## config.mk

```make
export PLATFORM = sky130hd
export DESIGN_NAME = bump_turn_navigation_controller_unit
export DESIGN_NICKNAME = d
export VERILOG_FILES = /design/src/hdl/btnc_pkg.sv /design/src/hdl/bump_turn_navigation_controller_unit.sv /design/src/hdl/btnc_alu.sv
export VERILOG_INCLUDE_DIRS = /design/src /design/src/hdl
export SDC_FILE = /design/constraint.sdc
export NUM_CORES = 1
export LEC_CHECK = 0
export BUFFER_PORTS_ARGS = -buffer_cell sky130_fd_sc_hd__buf_2
export CAP_MARGIN = 40
export CORE_UTILIZATION = 43
export CTS_CLUSTER_DIAMETER = 200
export DETAILED_ROUTE_END_ITERATION = 12
export SLEW_MARGIN = 15
export SYNTH_ARGS = -nofsm -noshare
export SYNTH_HDL_FRONTEND = slang
export SYNTH_HIERARCHICAL = 1
export SYNTH_SLANG_ARGS = --single-unit
export TNS_END_PERCENT = 1
```

## constraint.sdc

```tcl
create_clock -name clk_i -period 5.85 [get_ports clk_i]
set_input_delay 0.585 -clock clk_i [delete_from_list [all_inputs] [get_ports clk_i]]
set_output_delay 0.585 -clock clk_i [all_outputs]
set_load 0.03 [all_outputs]
```

## src/hdl/assert_macros.svh

```systemverilog
// Assertion macros shared by the navigation controller RTL.
// Depends on nothing; the including module provides clk_i and rst_ni.
`ifndef ASSERT_MACROS_SVH
`define ASSERT_MACROS_SVH

// Property checked at every rising clock edge outside of reset.
`define BTNC_ASSERT(lbl, prop, msg) \
  lbl: assert property (@(posedge clk_i) disable iff (!rst_ni) (prop)) else $error(msg);

// Condition that must never be true outside of reset.
`define BTNC_ASSERT_NEVER(lbl, cond, msg) \
  `BTNC_ASSERT(lbl, !(cond), msg)

`endif

```

## src/hdl/btnc_pkg.sv

```systemverilog
// Package for the bump-and-turn navigation controller: constants, codes,
// and the input and result transfer types. Depends on nothing.
`default_nettype none

package btnc_pkg;

  // Decision history depth and derived widths.
  localparam int unsigned HistDepth     = 10;
  localparam int unsigned HistIdxW      = $clog2(HistDepth);
  localparam int unsigned HistCntW      = $clog2(HistDepth + 1);
  localparam int unsigned OneSidedCount = 8;
  localparam int unsigned QuickHitLimit = 3;

  // Motor setting that the start kick leaves behind.
  localparam logic [7:0] KickLeftDuty  = 8'd230;
  localparam logic [7:0] KickRightDuty = 8'd255;

  // Command codes.
  localparam logic [1:0] MODE_START = 2'd1;
  localparam logic [1:0] MODE_STOP  = 2'd2;

  // Drive codes.
  localparam logic [2:0] DRIVE_STOP  = 3'd0;
  localparam logic [2:0] DRIVE_FWD   = 3'd1;
  localparam logic [2:0] DRIVE_REV   = 3'd2;
  localparam logic [2:0] DRIVE_LEFT  = 3'd3;
  localparam logic [2:0] DRIVE_RIGHT = 3'd4;

  // Phase codes.
  localparam logic [1:0] PH_IDLE = 2'd0;
  localparam logic [1:0] PH_FWD  = 2'd1;
  localparam logic [1:0] PH_REV  = 2'd2;
  localparam logic [1:0] PH_TURN = 2'd3;

  // History entry codes.
  localparam logic [1:0] SIDE_NONE  = 2'd0;
  localparam logic [1:0] SIDE_LEFT  = 2'd1;
  localparam logic [1:0] SIDE_RIGHT = 2'd2;

  // Configuration register indexes.
  localparam logic [2:0] CFG_FRONT_THR   = 3'd0;
  localparam logic [2:0] CFG_FLOOR_THR   = 3'd1;
  localparam logic [2:0] CFG_REVERSE_MS  = 3'd2;
  localparam logic [2:0] CFG_HIT_WINDOW  = 3'd3;
  localparam logic [2:0] CFG_SIDE_MARGIN = 3'd4;
  localparam logic [2:0] CFG_FWD_LEFT    = 3'd5;
  localparam logic [2:0] CFG_FWD_RIGHT   = 3'd6;
  localparam logic [2:0] CFG_TURN_SPEED  = 3'd7;

  localparam int unsigned CfgIdxW  = 3;
  localparam int unsigned CfgDataW = 16;

  // Shared adder operation.
  typedef enum logic {
    ALU_ADD,
    ALU_SUB
  } alu_op_e;

  // One control tick.
  typedef struct packed {
    logic [31:0] now_ms;
    logic [8:0]  front_cm;
    logic [8:0]  left_cm;
    logic [8:0]  right_cm;
    logic [9:0]  floor_level;
    logic [1:0]  mode;
    logic        random_side;
    logic [9:0]  random_short_ms;
    logic [10:0] random_long_ms;
  } in_item_t;

  // One result.
  typedef struct packed {
    logic [2:0] drive;
    logic [7:0] left_duty;
    logic [7:0] right_duty;
    logic       kick_start;
    logic       brake_pulse;
    logic [1:0] phase;
  } out_item_t;

endpackage

`default_nettype wire

```

## src/hdl/bump_turn_navigation_controller_unit.sv

```systemverilog
// Bump-and-turn navigation controller: input latch, sequencer, state and
// decision history, result register. Depends on btnc_pkg, btnc_alu, and
// assert_macros.svh.
//
// Each accepted tick is worked through by a small sequencer that drives one
// shared 32-bit adder, one compare or sum per cycle. An idle or stop tick goes
// straight from the command step to the final step; a reverse that ends scans
// the decision history one entry per cycle and runs both side comparisons
// through the adder. The final step also waits for as long as an earlier
// result is held in the output register by a stalled consumer. in_stall_o
// stays high from the input transfer until the block is ready again. The
// result register lets the next tick be taken while a result still waits.
`default_nettype none

`include "assert_macros.svh"

module bump_turn_navigation_controller_unit (
  input  wire logic                                  clk_i,
  input  wire logic                                  rst_ni,
  input  wire logic                                  cfg_we_i,
  input  wire logic              [btnc_pkg::CfgIdxW-1:0]  cfg_idx_i,
  input  wire logic              [btnc_pkg::CfgDataW-1:0] cfg_data_i,
  input  wire logic                                  in_valid_i,
  output logic                                       in_stall_o,
  input  wire btnc_pkg::in_item_t                    in_data_i,
  output logic                                       out_valid_o,
  input  wire logic                                  out_stall_i,
  output btnc_pkg::out_item_t                        out_data_o
);

  typedef enum logic [3:0] {
    ST_IDLE,
    ST_CMD,
    ST_FRONT,
    ST_FLOOR,
    ST_HITGAP,
    ST_HITWIN,
    ST_ELAPSED,
    ST_TIMEOUT,
    ST_COUNT,
    ST_RSUM,
    ST_LGT,
    ST_LSUM,
    ST_RGT,
    ST_DONE
  } seq_state_e;

  // Configuration registers.
  logic [8:0]  front_thr_q;
  logic [9:0]  floor_thr_q;
  logic [15:0] reverse_ms_q;
  logic [15:0] hit_window_q;
  logic [7:0]  side_margin_q;
  logic [7:0]  fwd_left_q;
  logic [7:0]  fwd_right_q;
  logic [7:0]  turn_speed_q;

  // Controller state.
  seq_state_e                       st_q;
  btnc_pkg::in_item_t               item_q;
  btnc_pkg::out_item_t              res_q;
  btnc_pkg::out_item_t              out_q;
  logic                             out_valid_q;
  logic [1:0]                       phase_q;
  logic [31:0]                      mstart_q;
  logic [31:0]                      last_hit_q;
  logic [3:0]                       quick_hits_q;
  logic [1:0]                       hist_q [btnc_pkg::HistDepth];
  logic [btnc_pkg::HistIdxW-1:0]    hist_pos_q;
  logic                             turn_left_q;
  logic [10:0]                      turn_dur_q;

  // Sequencer work registers.
  logic                             flag_q;
  logic [31:0]                      diff_q;
  logic [btnc_pkg::HistIdxW-1:0]    idx_q;
  logic [btnc_pkg::HistCntW-1:0]    nl_q;
  logic [btnc_pkg::HistCntW-1:0]    nr_q;
  logic                             lgt_q;

  // Shared adder.
  logic [31:0]       alu_a;
  logic [31:0]       alu_b;
  btnc_pkg::alu_op_e alu_op;
  logic [31:0]       alu_res;
  logic              alu_borrow;

  btnc_alu u_alu (
    .a_i      (alu_a),
    .b_i      (alu_b),
    .op_i     (alu_op),
    .res_o    (alu_res),
    .borrow_o (alu_borrow)
  );

  // Operand selection for the current sequencer step.
  always_comb begin
    alu_a  = 32'd0;
    alu_b  = 32'd0;
    alu_op = btnc_pkg::ALU_SUB;
    case (st_q)
      ST_FRONT: begin
        alu_a = 32'(item_q.front_cm);
        alu_b = 32'(front_thr_q);
      end
      ST_FLOOR: begin
        alu_a = 32'(item_q.floor_level);
        alu_b = 32'(floor_thr_q);
      end
      ST_HITGAP: begin
        alu_a = item_q.now_ms;
        alu_b = last_hit_q;
      end
      ST_HITWIN: begin
        alu_a = diff_q;
        alu_b = 32'(hit_window_q);
      end
      ST_ELAPSED: begin
        alu_a = item_q.now_ms;
        alu_b = mstart_q;
      end
      ST_TIMEOUT: begin
        alu_a = (phase_q == btnc_pkg::PH_REV) ? 32'(reverse_ms_q) : 32'(turn_dur_q);
        alu_b = diff_q;
      end
      ST_RSUM: begin
        alu_a  = 32'(item_q.right_cm);
        alu_b  = 32'(side_margin_q);
        alu_op = btnc_pkg::ALU_ADD;
      end
      ST_LGT: begin
        alu_a = diff_q;
        alu_b = 32'(item_q.left_cm);
      end
      ST_LSUM: begin
        alu_a  = 32'(item_q.left_cm);
        alu_b  = 32'(side_margin_q);
        alu_op = btnc_pkg::ALU_ADD;
      end
      ST_RGT: begin
        alu_a = diff_q;
        alu_b = 32'(item_q.right_cm);
      end
      default: begin
        alu_op = btnc_pkg::ALU_SUB;
      end
    endcase
  end

  // Effective phase after the command of the latched tick.
  logic [1:0] cmd_phase;
  always_comb begin
    case (item_q.mode)
      btnc_pkg::MODE_START: cmd_phase = btnc_pkg::PH_FWD;
      btnc_pkg::MODE_STOP:  cmd_phase = btnc_pkg::PH_IDLE;
      default:              cmd_phase = phase_q;
    endcase
  end

  // Turn decision at the end of a reverse.
  logic       escape;
  logic       new_left;
  logic [1:0] new_side;
  assign escape = (quick_hits_q > 4'(btnc_pkg::QuickHitLimit)) ||
                  (nl_q >= btnc_pkg::HistCntW'(btnc_pkg::OneSidedCount)) ||
                  (nr_q >= btnc_pkg::HistCntW'(btnc_pkg::OneSidedCount));
  always_comb begin
    if (escape || !(lgt_q || alu_borrow)) begin
      new_left = item_q.random_side;
    end else begin
      new_left = lgt_q;
    end
  end
  assign new_side = new_left ? btnc_pkg::SIDE_LEFT : btnc_pkg::SIDE_RIGHT;

  logic out_free;
  logic out_load;
  assign out_free = !out_valid_q || !out_stall_i;
  assign out_load = (st_q == ST_DONE) && out_free;

  // Sequencer, controller state and result register.
  always_ff @(posedge clk_i or negedge rst_ni) begin
    if (!rst_ni) begin
      front_thr_q   <= 9'd30;
      floor_thr_q   <= 10'd300;
      reverse_ms_q  <= 16'd400;
      hit_window_q  <= 16'd5000;
      side_margin_q <= 8'd10;
      fwd_left_q    <= 8'd255;
      fwd_right_q   <= 8'd255;
      turn_speed_q  <= 8'd255;
      st_q          <= ST_IDLE;
      item_q        <= '0;
      res_q         <= '0;
      out_q         <= '0;
      out_valid_q   <= 1'b0;
      phase_q       <= btnc_pkg::PH_IDLE;
      mstart_q      <= 32'd0;
      last_hit_q    <= 32'd0;
      quick_hits_q  <= 4'd0;
      for (int i = 0; i < btnc_pkg::HistDepth; i++) begin
        hist_q[i] <= btnc_pkg::SIDE_NONE;
      end
      hist_pos_q    <= '0;
      turn_left_q   <= 1'b0;
      turn_dur_q    <= 11'd600;
      flag_q        <= 1'b0;
      diff_q        <= 32'd0;
      idx_q         <= '0;
      nl_q          <= '0;
      nr_q          <= '0;
      lgt_q         <= 1'b0;
    end else begin
      // Configuration writes.
      if (cfg_we_i) begin
        case (cfg_idx_i)
          btnc_pkg::CFG_FRONT_THR:   front_thr_q   <= cfg_data_i[8:0];
          btnc_pkg::CFG_FLOOR_THR:   floor_thr_q   <= cfg_data_i[9:0];
          btnc_pkg::CFG_REVERSE_MS:  reverse_ms_q  <= cfg_data_i;
          btnc_pkg::CFG_HIT_WINDOW:  hit_window_q  <= cfg_data_i;
          btnc_pkg::CFG_SIDE_MARGIN: side_margin_q <= cfg_data_i[7:0];
          btnc_pkg::CFG_FWD_LEFT:    fwd_left_q    <= cfg_data_i[7:0];
          btnc_pkg::CFG_FWD_RIGHT:   fwd_right_q   <= cfg_data_i[7:0];
          btnc_pkg::CFG_TURN_SPEED:  turn_speed_q  <= cfg_data_i[7:0];
          default:                   turn_speed_q  <= turn_speed_q;
        endcase
      end

      // The final step loads a result; the consumer takes the waiting one.
      if (out_load) begin
        out_valid_q <= 1'b1;
      end else if (out_valid_q && !out_stall_i) begin
        out_valid_q <= 1'b0;
      end

      case (st_q)
        ST_IDLE: begin
          if (in_valid_i) begin
            item_q <= in_data_i;
            st_q   <= ST_CMD;
          end
        end

        // Apply the command and set the motor output of the phase.
        ST_CMD: begin
          phase_q           <= cmd_phase;
          flag_q            <= 1'b0;
          res_q.kick_start  <= (item_q.mode == btnc_pkg::MODE_START);
          res_q.brake_pulse <= (item_q.mode == btnc_pkg::MODE_STOP);
          case (cmd_phase)
            btnc_pkg::PH_FWD: begin
              res_q.drive      <= btnc_pkg::DRIVE_FWD;
              res_q.left_duty  <= fwd_left_q;
              res_q.right_duty <= fwd_right_q;
              st_q             <= ST_FRONT;
            end
            btnc_pkg::PH_REV: begin
              res_q.drive      <= btnc_pkg::DRIVE_REV;
              res_q.left_duty  <= turn_speed_q;
              res_q.right_duty <= turn_speed_q;
              st_q             <= ST_ELAPSED;
            end
            btnc_pkg::PH_TURN: begin
              res_q.drive      <= turn_left_q ? btnc_pkg::DRIVE_LEFT : btnc_pkg::DRIVE_RIGHT;
              res_q.left_duty  <= turn_speed_q;
              res_q.right_duty <= turn_speed_q;
              st_q             <= ST_ELAPSED;
            end
            default: begin
              res_q.drive      <= btnc_pkg::DRIVE_STOP;
              res_q.left_duty  <= 8'd0;
              res_q.right_duty <= 8'd0;
              st_q             <= ST_DONE;
            end
          endcase
        end

        // Obstacle checks: front distance, then floor drop.
        ST_FRONT: begin
          flag_q <= alu_borrow;
          st_q   <= ST_FLOOR;
        end

        ST_FLOOR: begin
          if (flag_q || alu_borrow) begin
            phase_q  <= btnc_pkg::PH_REV;
            mstart_q <= item_q.now_ms;
            st_q     <= ST_HITGAP;
          end else begin
            st_q <= ST_DONE;
          end
        end

        // Quick repeated hit tracking.
        ST_HITGAP: begin
          diff_q <= alu_res;
          st_q   <= ST_HITWIN;
        end

        ST_HITWIN: begin
          if (alu_borrow) begin
            if (quick_hits_q != 4'hF) begin
              quick_hits_q <= quick_hits_q + 4'd1;
            end
          end else begin
            quick_hits_q <= 4'd0;
          end
          last_hit_q <= item_q.now_ms;
          st_q       <= ST_DONE;
        end

        // Maneuver timer: elapsed time, then compare with its length.
        ST_ELAPSED: begin
          diff_q <= alu_res;
          st_q   <= ST_TIMEOUT;
        end

        ST_TIMEOUT: begin
          if (!alu_borrow) begin
            st_q <= ST_DONE;
          end else if (phase_q == btnc_pkg::PH_TURN) begin
            phase_q          <= btnc_pkg::PH_FWD;
            res_q.kick_start <= 1'b1;
            res_q.drive      <= btnc_pkg::DRIVE_FWD;
            res_q.left_duty  <= btnc_pkg::KickLeftDuty;
            res_q.right_duty <= btnc_pkg::KickRightDuty;
            st_q             <= ST_DONE;
          end else begin
            phase_q  <= btnc_pkg::PH_TURN;
            mstart_q <= item_q.now_ms;
            idx_q    <= '0;
            nl_q     <= '0;
            nr_q     <= '0;
            st_q     <= ST_COUNT;
          end
        end

        // Count left and right decisions, one history entry per cycle.
        ST_COUNT: begin
          if (hist_q[idx_q] == btnc_pkg::SIDE_LEFT) begin
            nl_q <= nl_q + btnc_pkg::HistCntW'(1);
          end
          if (hist_q[idx_q] == btnc_pkg::SIDE_RIGHT) begin
            nr_q <= nr_q + btnc_pkg::HistCntW'(1);
          end
          if (idx_q == btnc_pkg::HistIdxW'(btnc_pkg::HistDepth - 1)) begin
            st_q <= ST_RSUM;
          end else begin
            idx_q <= idx_q + btnc_pkg::HistIdxW'(1);
          end
        end

        // Side comparisons through the adder.
        ST_RSUM: begin
          diff_q <= alu_res;
          st_q   <= ST_LGT;
        end

        ST_LGT: begin
          lgt_q <= alu_borrow;
          st_q  <= ST_LSUM;
        end

        ST_LSUM: begin
          diff_q <= alu_res;
          st_q   <= ST_RGT;
        end

        // Choose side and duration, then record the decision.
        ST_RGT: begin
          turn_left_q <= new_left;
          if (escape) begin
            turn_dur_q   <= item_q.random_long_ms;
            quick_hits_q <= 4'd0;
          end else begin
            turn_dur_q <= {1'b0, item_q.random_short_ms};
          end
          for (int i = 0; i < btnc_pkg::HistDepth; i++) begin
            if (btnc_pkg::HistIdxW'(i) == hist_pos_q) begin
              hist_q[i] <= new_side;
            end else if (escape) begin
              hist_q[i] <= btnc_pkg::SIDE_NONE;
            end
          end
          if (hist_pos_q == btnc_pkg::HistIdxW'(btnc_pkg::HistDepth - 1)) begin
            hist_pos_q <= '0;
          end else begin
            hist_pos_q <= hist_pos_q + btnc_pkg::HistIdxW'(1);
          end
          st_q <= ST_DONE;
        end

        // Hand the result to the output register once it is free.
        ST_DONE: begin
          if (out_free) begin
            out_q <= btnc_pkg::out_item_t'{drive:       res_q.drive,
                                           left_duty:   res_q.left_duty,
                                           right_duty:  res_q.right_duty,
                                           kick_start:  res_q.kick_start,
                                           brake_pulse: res_q.brake_pulse,
                                           phase:       phase_q};
            st_q  <= ST_IDLE;
          end
        end

        default: begin
          st_q <= ST_IDLE;
        end
      endcase
    end
  end

  assign in_stall_o  = (st_q != ST_IDLE);
  assign out_valid_o = out_valid_q;
  assign out_data_o  = out_q;

  // A new result only comes from the final sequencer step.
  `BTNC_ASSERT(a_result_from_done, $rose(out_valid_q) |-> $past(st_q == ST_DONE), "result loaded outside final step")
  // The reported phase is the controller phase after the tick.
  `BTNC_ASSERT(a_phase_matches, $rose(out_valid_q) |-> (out_q.phase == phase_q), "result phase mismatch")
  // Quick hit count only steps up by one or clears.
  `BTNC_ASSERT(a_hits_step, (quick_hits_q != $past(quick_hits_q)) |-> ((quick_hits_q == 4'd0) || (quick_hits_q == $past(quick_hits_q) + 4'd1)), "quick hit count jumped")
  // History write position always stays inside the history.
  `BTNC_ASSERT(a_pos_range, 32'(hist_pos_q) < btnc_pkg::HistDepth, "history position out of range")
  // A tick never both kicks and brakes.
  `BTNC_ASSERT_NEVER(a_kick_brake, out_valid_q && out_q.kick_start && out_q.brake_pulse, "kick and brake together")

endmodule

`default_nettype wire

```

## src/hdl/btnc_alu.sv

```systemverilog
// Shared 32-bit add/subtract unit of the navigation controller.
// Depends on btnc_pkg for the operation code.
`default_nettype none

module btnc_alu (
  input  wire logic             [31:0] a_i,
  input  wire logic             [31:0] b_i,
  input  wire btnc_pkg::alu_op_e       op_i,
  output logic                  [31:0] res_o,
  output logic                         borrow_o
);

  logic        sub;
  logic [31:0] b_opnd;
  logic [32:0] sum;

  // One adder; subtraction adds the inverted operand plus one.
  assign sub    = (op_i == btnc_pkg::ALU_SUB);
  assign b_opnd = sub ? ~b_i : b_i;
  assign sum    = {1'b0, a_i} + {1'b0, b_opnd} + {32'd0, sub};

  assign res_o    = sum[31:0];
  // For a subtraction a missing carry means a is below b.
  assign borrow_o = sub & ~sum[32];

endmodule

`default_nettype wire

```

[Word-level counts from Yosys, hierarchy flattened]
Index checks and enable logic that the tools add are counted.
Storage, ports and cells
  register bits: 377
  latch bits: 0
  RAM bits: 0
  ROM bits: 0
  bits of input ports: 117
  output and inout bits: 25
  logic and storage cells: 247
  memories: 0
Cells by class
  add/sub/neg operators: 7
  $mul: 0
  div/mod/pow operators: 0
  magnitude comparators: 4
  eq/ne operators: 53
  shift-type cells: 0
  mux-type cells: 60
  bitwise logic cells: 4
  reductions and logical operators: 66
Operators with widths (number)
  $pmux 32 s9: 1
  $pmux 32 s7: 1
  $mux 32: 4
  $pmux 32 s2: 1
  $pmux 19 s3: 1
  $mux 4: 13
  $pmux 4 s13: 1
  $mux 20: 2
  $pmux 20 s2: 1
  $pmux 4 s2: 5
  $reduce_and 2->1: 20
  $mux 2: 17
  $add 32x32->33: 1
  $add 33x1->33: 1
  $eq 4x4->1 const B: 8
  $not 32->32: 1
  $reduce_bool 2->1: 16
  $ne 2x2->1 const B: 11
  $add 4x1->4 const B: 5
  $eq 3x4->1 const A: 4
  $eq 4x3->1 const B: 4
  $mux 16: 1
  $reduce_and 4->1: 4
  $eq 2x2->1 const B: 6
  35 further kinds: 65

[Longest topological paths before layout]
  depth after elaboration: 15
  gate-level depth with buffers: 23
  mapped depth without buffers: 20

[Hierarchy]
The synthesis kept the hierarchy.
By module, submodules not included
  bump_turn_navigation_controller_unit: times used 1, cells each 1318, area an instance 17020.1 um2, sequential area each 9491.6 um2
  btnc_alu: times used 1, cells each 283, area an instance 2001.9 um2, sequential area each 0.0 um2

[Worst setup path after synthesis]
OpenSTA, ideal clock, no wires.
  kind: reg-to-reg
  start: reg st_q[1]
  end: reg hist_q[2] in the netlist's numbering
  library setup time: 0.136 ns
  arrival time: 4.275 ns
  required time: 5.714 ns
  slack: 1.439 ns
  stages on the path, launching flop included: 20
  clock period less this slack: 4.411 ns
  cell sequence: dfrtp_1 > buf_4 > buf_2 > clkbuf_1 > mux2_2 > a222oi_1 > o211ai_1 > ha_1 > a21o_1 > nor2_1 > a21oi_1 > a21o_1 > a31oi_1 > a31oi_1 > a21oi_1 > clkbuf_1 > nand2_1 > a22oi_1 > clkbuf_1 > o21ai_0
RTL lines
  from (decl): RTL line bump_turn_navigation_controller_unit.sv:59  | seq_state_e st_q;
  from (signal assigned): RTL line bump_turn_navigation_controller_unit.sv:192  | st_q <= ST_IDLE;
  from (signal assigned): RTL line bump_turn_navigation_controller_unit.sv:240  | st_q <= ST_CMD;
  from (signal assigned): RTL line bump_turn_navigation_controller_unit.sv:255  | st_q <= ST_FRONT;
  $eq 4x4->1 / $eq 4x3->1 (equally long branches): RTL line bump_turn_navigation_controller_unit.sv:101  | case (st_q)
  $reduce_or 3->1 (no source line) / $reduce_or 2->1 (equally long branches)
  $pmux 32 s7 (*): RTL line bump_turn_navigation_controller_unit.sv:101
  named net alu_a[4]: RTL line bump_turn_navigation_controller_unit.sv:82  | logic [31:0] alu_a;
  $add 32x32->33 (*): RTL line btnc_alu.sv:20  | assign sum = {1'b0, a_i} + {1'b0, b_opnd} + {32'd0, sub};
  $add 33x1->33 (*): RTL line btnc_alu.sv:20
  $not 1->1 (*): RTL line btnc_alu.sv:24  | assign borrow_o = sub & ~sum[32];
  $and 1x1->1 (*): RTL line btnc_alu.sv:24
  named net alu_borrow: RTL line bump_turn_navigation_controller_unit.sv:86  | logic alu_borrow;
  $logic_or 1x1->1 (*): RTL line bump_turn_navigation_controller_unit.sv:168  | if (escape || !(lgt_q || alu_borrow)) begin
  $logic_not 1->1 (*): RTL line bump_turn_navigation_controller_unit.sv:168
  $logic_or 1x1->1 (*): RTL line bump_turn_navigation_controller_unit.sv:168
  $mux 1 (*): RTL line bump_turn_navigation_controller_unit.sv:168
  $mux 2 (*): RTL line bump_turn_navigation_controller_unit.sv:174  | assign new_side = new_left ? btnc_pkg::SIDE_LEFT : btnc_pkg::SIDE_RIGHT;
  $mux 2 (*): RTL line bump_turn_navigation_controller_unit.sv:379  | if (btnc_pkg::HistIdxW'(i) == hist_pos_q) begin
  to (signal, indexed assignment): RTL line bump_turn_navigation_controller_unit.sv:202  | hist_q[i] <= btnc_pkg::SIDE_NONE;
  to (signal, indexed assignment): RTL line bump_turn_navigation_controller_unit.sv:380  | hist_q[i] <= new_side;
  to (signal, indexed assignment): RTL line bump_turn_navigation_controller_unit.sv:382  | hist_q[i] <= btnc_pkg::SIDE_NONE;
  to (decl): RTL line bump_turn_navigation_controller_unit.sv:68  | logic [1:0] hist_q [btnc_pkg::HistDepth];
Mark *: on every way through the listed nets, which the timed path passes. The rest lies on a longest branch.
A chain may end at the register's enable or synchronous reset.

[Worst setup path in the final report]
  start: reg st_q[1]
  end: reg idx_q[0] in the netlist's numbering
On the way
  longest elaborated chain between the ends: 11
Ends and longest elaborated chain
  $eq 4x4->1: RTL line bump_turn_navigation_controller_unit.sv:101
  $reduce_or 2->1 (no source line)
  $pmux 32 s9 (*): RTL line bump_turn_navigation_controller_unit.sv:101
  named net alu_b[8]: RTL line bump_turn_navigation_controller_unit.sv:83  | logic [31:0] alu_b;
  $not 32->32: RTL line btnc_alu.sv:19  | assign b_opnd = sub ? ~b_i : b_i;
  $mux 32 (*): RTL line btnc_alu.sv:19
  $add 32x32->33 (*): RTL line btnc_alu.sv:20
  $add 33x1->33 (*): RTL line btnc_alu.sv:20
  $not 1->1 (*): RTL line btnc_alu.sv:24
  $and 1x1->1 (*): RTL line btnc_alu.sv:24
  named net alu_borrow: RTL line bump_turn_navigation_controller_unit.sv:86
  $ne 2x2->1 (no source line) (*)
  $reduce_and 4->1 (no source line) (*)
  to (signal assigned): RTL line bump_turn_navigation_controller_unit.sv:349  | idx_q <= idx_q + btnc_pkg::HistIdxW'(1);
  to (decl): RTL line bump_turn_navigation_controller_unit.sv:76  | logic [btnc_pkg::HistIdxW-1:0] idx_q;
Marked as above.

==> flow_summary.yaml <==
pwr:
  power.leakage_nw: 9.770
  power.density_nw_per_um2: 689.9
  peakVddDrop_uv: 352.0
final_layout:
  multi_input_area_um2: 9006
  num_antenna_cells: 0
  layout_commonest_cell: "dfrtp_1"
  synthToLayoutAreaGrowth_pct: 15.58
  fillers: 3899
  layout_common_cells: "dfrtp_1, mux2_2, buf_2, nand2_1, o21ai_0"
  nets: 1887
  drive_gt1_share_pct: 35.63
  seqCellArea_um2: 9494
route:
  avgViaCountPerCell: 5.730
  drtIter0Drc: 1186
  avgRoutedWirePerCell_um: 21.00
  num_vias: 13440
  drc: 0
  drt_wl_total_um: 49240
  drtAntennaViolNets: 0
  first_pass_iters: 5
clock_tree:
  tritoncts: "done"
  cts_sinks: 377
  ctsHoldBuffers: 0
  clk_pin_slew_worst_paths_ns: 0.06
  htree_levels: 2
  cts-root-buf: "clkbuf_16"
  cts_setup_buffers: 0
  cts_buffers: 42
  clock_path_buffers: 3
  clk-insertion-delay-late_ns: 0.57
yosys:
  synth_fa_ha_area_share_pct: 2.736
  synth_xor_area_share_pct: 2.901
  syn_nets: 1759
  synth_top_family_by_area: "multiplexers"
  ys_types: 76
  seq_area_frac_synth_pct: 49.90
  synthArstFlopShare_pct: 100.0
  synth_mux_area_share_pct: 20.90
  synth_compound_area_share_pct: 13.02
  synth_cells: 1601
  synth_edf_count: 0
  syn_area_per_cell_um2: 11.88
  synth_ff_type: "dfrtp_1"
  netlist_area_um2: 19020
  yosys_warnings: 6
  synth-simple-area-share_pct: 7.328
  ys_ff_latch: 377
timing:
  rsz0062_at_grt: "no"
  fmax_mhz: 185.6
  hold_viol: 0
  setup_viol: 0
  setup_tns_ns: 0
  worst_pin_slew_ns: 0.9538
  worst_slew_margin_rel_pct: 36.42
  final.setup_skew_ns: 0.01842
  min_period_ns: 5.387
  slew_viol_final: 0
  setup_ws_ns: 0.4627
  period_share_pct: 92.09
worst_setup_path:
  critPathMaxFanout: 13
  ff2ff_path_depth: 21
  worstPathArrival_ns: 5.80
  crit_path_end: "idx_q[0]"
  critPathKind: "flip-flop to flip-flop"
  required_ns: 6.27
  critPathLaunch: "st_q[1]"
  end_kind: "flip-flop"
  reg2reg_slack_ns: 0.46
  r2r_end: "idx_q[0]"
  r2r_start: "st_q[1]"
  start_kind: "flip-flop"
global_routing:
  grt_max_degree: 133
  grt_usage_pct: 22.32
  antenna_found_initial: 0
  grt_overflow_total: 0
  grt_pass1_wl_um: 77560
  grt_pass1_vias: 13390
placed_design:
  gp_congestion: 0.9324
  hpwl_um: 34880
  io_buffers: 141
  dp_slack_ns: 0.3981
floorplan:
  rows: 76
  fp.dieW_um: 212.3
  boundaryPins: 142
  coreArea_um2: 43360
  start_util_pct: 43.87
  die_h_um: 212.3
  die-area_um2: 45080
flow_run:
  timing.max_cap.violations: 0
min_path:
  hold_class: "input pin to asynchronous set/reset pin"
outcome:
  status: "finished clean"
synthesized netlist by cell type, drive strengths merged (20+ instances only):
master / count / area [um^2]
nand2: 105 / 394.1
dfstp: 46 / 1209
a221oi: 29 / 260.3
a22o: 36 / 315.3
inv: 41 / 153.9
dfrtp: 331 / 8283
nor2: 53 / 201.5
mux2i: 51 / 514.2
ha: 40 / 500.5
buf: 53 / 285.3
a21oi: 49 / 249.0
o21ai: 71 / 362.8
xor2: 46 / 402.9
mux2: 303 / 3412
clkbuf: 46 / 172.7
nand3: 36 / 185.2
a222oi: 33 / 330.3
a22oi: 20 / 150.1
worst min-delay path by stage:
stage,from,to,slack (ns),depth (start not counted)
6_report,rst_ni,out_data_o[3],0.07,1
5_1_grt,rst_ni,item_q[23],0.16,1
4_1_cts,rst_ni,out_data_o[3],0.13,1
3_5_place_dp,res_q[16],res_q[16],0.47,2
3_3_place_gp,res_q[16],res_q[16],0.47,2
2_1_floorplan,rst_ni,diff_q[0],0.29,0
metrics by stage:
step | utilization, % | cell area, um^2 | instances | hold WS, ns | power (mW)
finish | 50.70 | 21980 | 2345 | 0.07341 | 15.17
global route | 50.70 | 21980 | 2345 | 0.1574 | 16.25
CTS | 50.68 | 21970 | 2345 | 0.1257 | 15.22
detailed placement | 47.29 | 20500 | 2270 | 0.4709 | 12.30
global placement | 47.14 | 20440 | 2266 | 0.4675 | 12.18
floorplan | - | 19020 | 1601 | 0.2894 | 10.24
worst max-delay path: stages, from the launching register on:
cell and delay (ns):
dfrtp_1 0.71, buf_4 0.27, nor2b_1 0.36, a22oi_1 0.17
nor3_1 0.42, a221oi_1 0.12, nand3_1 0.13, xor2_1 0.16
ha_1 0.29, nand2_1 0.14, o21a_1 0.16, o21ai_0 0.09
a21o_1 0.21, a31oi_1 0.31, a31oi_1 0.19, a21oi_1 0.32
buf_4 0.26, a21bo_2 0.25, nand2_1 0.13, o21ai_1 0.22
o21ai_0 0.21, o21ai_0 0.10
sequential cells by signal, summed over array words and instances (netlist names), 8 cells and up:
name           flops
res_q             21
fwd_right_q        8
turn_dur_q        11
reverse_ms_q      16
hit_window_q      16
last_hit_q        32
side_margin_q      8
mstart_q          32
floor_thr_q       10
front_thr_q        9
turn_speed_q       8
fwd_left_q         8
diff_q            32
hist_q            20
item_q            93
out_data_o        23
power breakdown:
group          internal [mW]  total, mW  switching [mW]  leakage [nW]
Combinational           3.46       7.68            4.22          4.50
Clock                   1.74       2.81            1.07         0.718
Sequential              3.77       4.68           0.911          4.55
routing by layer:
metal	global-route usage [%]	wire length, um	vias up
met2	33.67	22070	366
met4	6.872	1322	0
met3	4.712	3061	79
met1	32.08	22790	6785
li1	-	-	6208
met5	0	0	-
cells by family after synthesis:
kind of cell | count (synthesis)
buffers and inverters | 140
xor gates and xnor gates | 63
AOI/OAI and AO/OA | 341
adders and majority gates | 41
muxes | 356
and+or+nand+nor | 283
DFF | 377
final cells by class:
type / instances / share of cell area, %
clock buffers: 60 / 5.452
multi-input cells: 1084 / 40.97
well taps: 585 / 3.329
repair buffers: 183 / 5.133
flip-flops and latches: 377 / 43.18
inverters: 41 / 0.7000
clock inverters: 15 / 1.235
what timing repair did:
item | CTS | global route
resized for setup | 0 | 4
setup endpoints to repair | 0 | 17
hold endpoints to repair | 0 | 0
Note: power is estimated with default switching activity, not from simulation.
